### src/design/bpa_pkg.sv
// Shared types and constants for the bitmap page allocator.
// No dependencies; bpa_dp, bpa_ctrl and bitmap_page_allocator import this package.
`default_nettype none

package bpa_pkg;

  localparam int FIELD_W  = 64;
  localparam int CMD_W    = 2;
  localparam int RSV_W    = 16;
  localparam int ADDR_W   = 27;
  localparam int STATUS_W = 2;

  typedef enum logic [CMD_W-1:0] {
    CMD_INIT    = 2'd0,
    CMD_RESERVE = 2'd1,
    CMD_ALLOC   = 2'd2,
    CMD_FREE    = 2'd3
  } cmd_t;

  localparam logic [STATUS_W-1:0] ST_DONE    = 2'd0;
  localparam logic [STATUS_W-1:0] ST_INVALID = 2'd1;
  localparam logic [STATUS_W-1:0] ST_OOM     = 2'd2;

  // Map write operations issued by the controller.
  typedef enum logic [2:0] {
    WR_NONE,
    WR_ZERO,
    WR_FILL,
    WR_SET_RANGE,
    WR_SET_FIRST,
    WR_CLEAR_BIT
  } wr_op_t;

  typedef struct packed {
    logic                accept;
    logic                decode;
    logic                cnt_inc;
    logic                rd_en;
    wr_op_t              wr_op;
    logic                res_load;
    logic [STATUS_W-1:0] res_status;
    logic                res_found;
  } dp_cmd_t;

  typedef struct packed {
    cmd_t req_cmd;
    logic bad;
    logic rd_vld;
    logic hit;
    logic cnt_at_top;
    logic cnt_at_end;
    logic rd_at_top;
  } dp_stat_t;

endpackage

`default_nettype wire

### src/design/bpa_ctrl.sv
// Controller state machine of the page allocator.
// Depends on bpa_pkg; drives the datapath through dp_cmd_t.
`default_nettype none

module bpa_ctrl (
  input  logic              clk,
  input  logic              rst_n,
  input  logic              in_valid,
  output logic              in_stall,
  output logic              out_valid,
  input  logic              out_stall,
  input  bpa_pkg::dp_stat_t stat,
  output bpa_pkg::dp_cmd_t  cmd
);

  import bpa_pkg::*;

  typedef enum logic [3:0] {
    S_CLEAR,
    S_IDLE,
    S_DECODE,
    S_INIT,
    S_RSV_RD,
    S_RSV_WR,
    S_ALLOC,
    S_FREE_RD,
    S_FREE_WR,
    S_RESP
  } state_t;

  state_t              state_r, state_nxt;
  logic                out_valid_r, out_valid_nxt;
  logic [STATUS_W-1:0] res_status_r, res_status_nxt;
  logic                res_found_r, res_found_nxt;

  assign in_stall = (state_r != S_IDLE);

  always_comb begin
    cmd            = '0;
    cmd.wr_op      = WR_NONE;
    state_nxt      = state_r;
    res_status_nxt = res_status_r;
    res_found_nxt  = res_found_r;
    unique case (state_r)
      S_CLEAR: begin
        cmd.wr_op   = WR_ZERO;
        cmd.cnt_inc = 1'b1;
        if (stat.cnt_at_top) begin
          state_nxt = S_IDLE;
        end
      end
      S_IDLE: begin
        if (in_valid) begin
          cmd.accept = 1'b1;
          state_nxt  = S_DECODE;
        end
      end
      S_DECODE: begin
        cmd.decode = 1'b1;
        unique case (stat.req_cmd)
          CMD_INIT:    state_nxt = S_INIT;
          CMD_RESERVE: state_nxt = S_RSV_RD;
          CMD_ALLOC:   state_nxt = S_ALLOC;
          CMD_FREE:    state_nxt = S_FREE_RD;
        endcase
      end
      S_INIT: begin
        cmd.wr_op   = WR_FILL;
        cmd.cnt_inc = 1'b1;
        if (stat.cnt_at_top) begin
          state_nxt      = S_RESP;
          res_status_nxt = ST_DONE;
          res_found_nxt  = 1'b0;
        end
      end
      S_RSV_RD: begin
        if (stat.bad) begin
          state_nxt      = S_RESP;
          res_status_nxt = ST_INVALID;
          res_found_nxt  = 1'b0;
        end else begin
          cmd.wr_op   = WR_SET_RANGE;
          cmd.rd_en   = 1'b1;
          cmd.cnt_inc = 1'b1;
          if (stat.cnt_at_end) begin
            state_nxt = S_RSV_WR;
          end
        end
      end
      S_RSV_WR: begin
        cmd.wr_op      = WR_SET_RANGE;
        state_nxt      = S_RESP;
        res_status_nxt = ST_DONE;
        res_found_nxt  = 1'b0;
      end
      S_ALLOC: begin
        cmd.wr_op = WR_SET_FIRST;
        priority if (stat.rd_vld && stat.hit) begin
          state_nxt      = S_RESP;
          res_status_nxt = ST_DONE;
          res_found_nxt  = 1'b1;
        end else if (stat.rd_vld && stat.rd_at_top) begin
          state_nxt      = S_RESP;
          res_status_nxt = ST_OOM;
          res_found_nxt  = 1'b0;
        end else begin
          cmd.rd_en   = 1'b1;
          cmd.cnt_inc = 1'b1;
        end
      end
      S_FREE_RD: begin
        if (stat.bad) begin
          state_nxt      = S_RESP;
          res_status_nxt = ST_INVALID;
          res_found_nxt  = 1'b0;
        end else begin
          cmd.rd_en = 1'b1;
          state_nxt = S_FREE_WR;
        end
      end
      S_FREE_WR: begin
        cmd.wr_op      = WR_CLEAR_BIT;
        state_nxt      = S_RESP;
        res_status_nxt = ST_DONE;
        res_found_nxt  = 1'b0;
      end
      S_RESP: begin
        if (!out_valid_r || !out_stall) begin
          cmd.res_load = 1'b1;
          state_nxt    = S_IDLE;
        end
      end
      default: begin
        state_nxt = S_IDLE;
      end
    endcase
    cmd.res_status = res_status_r;
    cmd.res_found  = res_found_r;

    if (cmd.res_load) begin
      out_valid_nxt = 1'b1;
    end else if (!out_stall) begin
      out_valid_nxt = 1'b0;
    end else begin
      out_valid_nxt = out_valid_r;
    end
  end

  always_ff @(posedge clk) begin
    if (!rst_n) begin
      state_r      <= S_CLEAR;
      out_valid_r  <= 1'b0;
      res_status_r <= ST_DONE;
      res_found_r  <= 1'b0;
    end else begin
      state_r      <= state_nxt;
      out_valid_r  <= out_valid_nxt;
      res_status_r <= res_status_nxt;
      res_found_r  <= res_found_nxt;
    end
  end

  assign out_valid = out_valid_r;

  a_result_from_resp: assert property (@(posedge clk) disable iff (!rst_n)
    $rose(out_valid_r) |-> $past(state_r == S_RESP))
    else $error("result presented outside the response step");

  a_hit_reports_found: assert property (@(posedge clk) disable iff (!rst_n)
    (state_r == S_ALLOC && stat.rd_vld && stat.hit) |=>
      (state_r == S_RESP && res_found_r))
    else $error("free page found but not reported");

endmodule

`default_nettype wire

### config.mk
export PLATFORM = sky130hd
export DESIGN_NAME = bpa_ctrl
export DESIGN_NICKNAME = d
export VERILOG_FILES = /design/src/design/bpa_pkg.sv /design/src/design/bpa_ctrl.sv
export SDC_FILE = /design/constraint.sdc
export NUM_CORES = 1
export LEC_CHECK = 0
export ABC_AREA = 1
export BUFFER_PORTS_ARGS = -buffer_cell sky130_fd_sc_hd__buf_2
export CAP_MARGIN = 20
export CORE_MARGIN = 2
export CORE_UTILIZATION = 40
export DETAILED_ROUTE_END_ITERATION = 10
export GPL_TIMING_DRIVEN = 0
export PLACE_DENSITY = 0.62
export SETUP_SLACK_MARGIN = 0.1
export SYNTH_ARGS = -nofsm -noshare
export SYNTH_HDL_FRONTEND = slang
export SYNTH_SLANG_ARGS = --single-unit
### constraint.sdc
create_clock -name clk -period 1.8 [get_ports clk]
set_clock_uncertainty 0.05 [all_clocks]
set_input_delay 0.27 -clock clk [delete_from_list [all_inputs] [get_ports clk]]
set_output_delay 0.27 -clock clk [all_outputs]
set_load 0.02 [all_outputs]
**Word-level counts from Yosys, hierarchy flattened**

Cells that the tools add are included.

- Equal/unequal tests: 21
- Reductions and logical operators: 13
- Mux-type cells: 35

Operators with widths:

| cell | count |
|---|---|
| one-hot mux 4 bit (9 select lines) | 1 |
| two-way mux 4 bit | 8 |
| one-hot mux 3 bit (6 select lines) | 1 |
| equality test 4 x 3 -> 1 bit (second input constant) | 4 |
| one-hot mux 4 bit (4 select lines) | 1 |
| two-way mux 1 bit | 13 |
| two-way mux 2 bit | 6 |
| equality test 4 x 2 -> 1 bit (second input constant) | 2 |
| equality test 4 bit (second input constant) | 2 |
| inequality test 2 bit (second input constant) | 4 |
| one-hot mux 2 bit (4 select lines) | 1 |
| inequality test 3 bit (second input constant) | 2 |
| one-hot mux 1 bit (3 select lines) | 2 |
| AND reduction 6 bit | 1 |
| OR reduction 2 bit | 3 |
| two-way mux 5 bit | 1 |
| equality test 2 bit (second input constant) | 2 |
| equality test 4 x 1 -> 1 bit (second input constant) | 1 |
| logical NOT 4 bit | 1 |
| inequality test 2 x 1 -> 1 bit (second input constant) | 2 |
| inequality test 4 x 1 -> 1 bit (second input constant) | 1 |
| one-hot mux 1 bit (4 select lines) | 1 |
| AND reduction 4 bit | 1 |
| nonzero test 4 bit | 1 |
| 5 further kinds | 7 |

- Input port bits: 12
- Output and inout bits: 13
- Logic and storage cells: 73
- Flip-flop bits (word level): 8

**Logic depth before layout (Yosys ltp)**

- Depth in word-level cells: 5
- Gate-level depth with buffers: 9
- Mapped depth without buffers: 9

**Least setup slack after synthesis**

OpenSTA, ideal clock, no wires.

- Path kind: register -> output
- Start point: reg state_r[0]
- End point: out cmd[10] (netlist name)
- Data required time: 1.480 ns
- Path buffers: 0
- Slack: 0.351 ns
- Cell stages (with the launch flop): 5
- Arrival time: 1.129 ns
- Cell sequence: dfxtp_1 inv_2 nor2_1 nand2_1 nor2_1

RTL lines:

| what | RTL line | source |
|---|---|---|
| start, declared | bpa_ctrl.sv:31 | `state_t state_r, state_nxt;` |
| start signal, assigned | bpa_ctrl.sv:156 | `state_r <= state_nxt;` |
| end, declared | bpa_ctrl.sv:13 | `output bpa_pkg::dp_cmd_t cmd` |

==> impl_metrics.tcl <==
set metrics [dict create \
    ir_drop_uv 620 \
    grt_max_degree 8 \
    critPathRequiredTime_ps 1480 \
    initial_core_util_pct 41.7 \
    htree_levels 1 \
    whs_ps 224 \
    syn_nets 143 \
    die_area_sq_mm 0.00213 \
    die_h_microns 46.2 \
    r2r_start "state_r[2]$_SDFFE_PN0P_" \
    ys_seq_elements 8 \
    drt_iter0_markers 13 \
    clock_latency_ps 260 \
    synth_top_area_share_pct 22.5 \
    cts_sinks 8 \
    avgRoutedWirePerCell_microns 9.40 \
    layout_commonest_cell "nand2_1" \
    timing.rr.end "res_status_r[1]$_SDFFE_PN0P_" \
    core-area_sq_mm 0.00171 \
    cts_tree "built" \
    dr_wl_met3_microns 130 \
    layout.nets 177 \
    place_hpwl_mm 1.43 \
    drtPass1Iterations 4 \
    postRouteAntennaNets 0 \
    relSlewSlack_pct 78.4 \
    grt_pass1_vias 707 \
    holdCritPathClass "in -> reg" \
    ys_warn_count 0 \
    diodes 0 \
    crit_arrival_ps 1360 \
    reg2reg_depth 10 \
    hold_end "res_status_r[0]$_SDFFE_PN0P_" \
    clk_pin_slew_worst_paths_ps 60 \
    drv_cap 0 \
    cts_made_buffers 3 \
    crit_family "simple AND/OR/NAND/NOR gates" \
    final_cell_mix "37 x nand2_1, 22 x buf_2, 21 x nor2_1" \
    routed-via-count 842 \
    yosysTopAreaCell "dfxtp_1" \
    grt_antenna_before_repair 0 \
    critPathLaunch "state_r[2]$_SDFFE_PN0P_" \
    tns_ps 0 \
    critPathKind "reg -> out" \
    grt_pass1_wl_mm 2.85 \
    top_layer "met3" \
    rows 15 \
    vias_per_cell 4.53 \
    drc 0 \
    period_needed_ps 1680 \
    ys_top_cells_by_area "dfxtp_1 22%, nand2_1 22%, nor2_1 13%" \
    place.port_buffers 24 \
    ctsLongestPathBuffers 2 \
    met1Wirelength_microns 752 \
    area_delta_synth_final_pct 37.4 \
    grt_util_all_layers_pct 18.7 \
    max_freq_mhz 596 \
    worst_pin_slew_ps 323 \
    cp_num_buf_inv 3 \
    rsz0062_at_grt "true" \
    reg2reg_slack_ps 330 \
    place_inst 178 \
    grt_overflow_total 0 \
    synth_cell_types 17 \
    finalHoldViolations 0 \
    outcome "complete, no violations" \
    p_per_area_mw_per_mm2 1200 \
    gp_congestion 0.806 \
    drt_wl_total_mm 1.75 \
    die_x_microns 46.2 \
    cp_slowest_stage_delay_ps 390 \
    setup_violations 0 \
    finalMaxSlewViolations 0 \
    holdCritStartpoint "rst_n" \
    avgSynthCellArea_sq_um 5.52 \
    synthCells 129 \
    hold_depth 3 \
    critPathSlowestCell "dfxtp_4" \
    nFillCells 185 \
    io_pins 25 \
    fin_cells 186 \
    crit_chain "inv_4, nor2_4, nand2_4, nor2_4, inv_2, nand4_1, buf_4" \
    final_layout_size_suffix_gt1_share_pct 39.1 \
    wl_met2_microns 867 \
    cts_root_buf "clkbuf_4" \
    startpoint_type "flip-flop" \
    yosysSeqAreaShare_pct 22.5 \
    cpMostUsedCell "nor2_4" \
    p_leak_nw 0.586 \
    synth_area_sq_um 712 \
    fin_crit_sh_pct 93.2 \
    end_kind "output pin" \
    crit_fanout 6 \
]
-- worst min-delay path, stage by stage --
cell	delay, ps
buf_2	130
nand2_1	60
nor2_1	30
-- synth_stat cells --
master   count
and2_1       1
nand2_2      3
nand2_1     41
ha_1         2
nor2_4       2
o21ai_1      1
nand3_1     10
nand3_4      1
a21oi_1      6
nand4_1      1
buf_4        2
nor2_1      25
nor2_2       2
dfxtp_1      8
inv_2        8
o21ai_0      4
inv_1       12
-- where the power goes --
group / internal [mW] / switching (mW) / total [mW]
Clock: 0.0765 / 0.0631 / 0.140
Combinational: 0.286 / 0.465 / 0.751
Sequential: 0.228 / 0.0568 / 0.285
-- layer usage --
metal / vias up / global-route usage [%]
li1: 458 / -
met1: 357 / 22.2
met2: 27 / 31.4
met3: 0 / 7.06
met4: 0 / 4.57
met5: - / 0
-- cells by family after synthesis --
| group | after synthesis | share of synthesized area, % |
|---|---|---|
| simple gates | 86 | 53.6 |
| buf+inv | 22 | 12.7 |
| compound gates | 11 | 7.73 |
| flops | 8 | 22.5 |
| fa+ha+maj | 2 | 3.51 |
-- final cells by class --
cell class                 count  area [sq um]  share of cell area [%]
buffer                         2          15.0                    1.53
clock buffer                   3          22.5                    2.30
inverter                      20          77.6                    7.93
multi-input combinational     99           495                    50.6
sequential                     8           170                    17.4
tap                           25          31.3                    3.20
timing repair buffer          29           166                    17.0
-- stage by stage --
step | setup slack, ps | total power [mW] | instance area, sq um | util, %
final | 123 | 1.18 | 978 | 57.3
after global routing | 45.6 | 1.29 | 978 | 57.3
after CTS | 97.0 | 1.11 | 901 | 52.7
after detailed placement | 254 | 0.945 | 863 | 50.5
after global placement | 248 | 0.939 | 863 | 50.5
after floorplan | 351 | 0.770 | 712 | -
-- state kept, by name, indices dropped and copies added (netlist names) --
name,cells
state_r,4
res_status_r,2
res_found_r,1
out_valid,1
-- what timing repair did --
item                       in CTS  in global routing
cloned                          0                  0
resized for setup               7                 14
pin swaps                       0                  6
setup buffers                   0                  5
hold buffers                    0                  0
setup endpoints to repair       5                  5
-- how the worst max path moves through the flow --
stage / end / slack, ps / depth (start not counted)
after floorplan: cmd[10] / 350 / 4
after CTS: cmd[8] / 100 / 7
after detailed placement: cmd[8] / 250 / 7
after global routing: cmd[8] / 50 / 7
final: cmd[8] / 120 / 7
after global placement: cmd[8] / 250 / 7
Note: power is estimated with default switching activity, not from simulation.
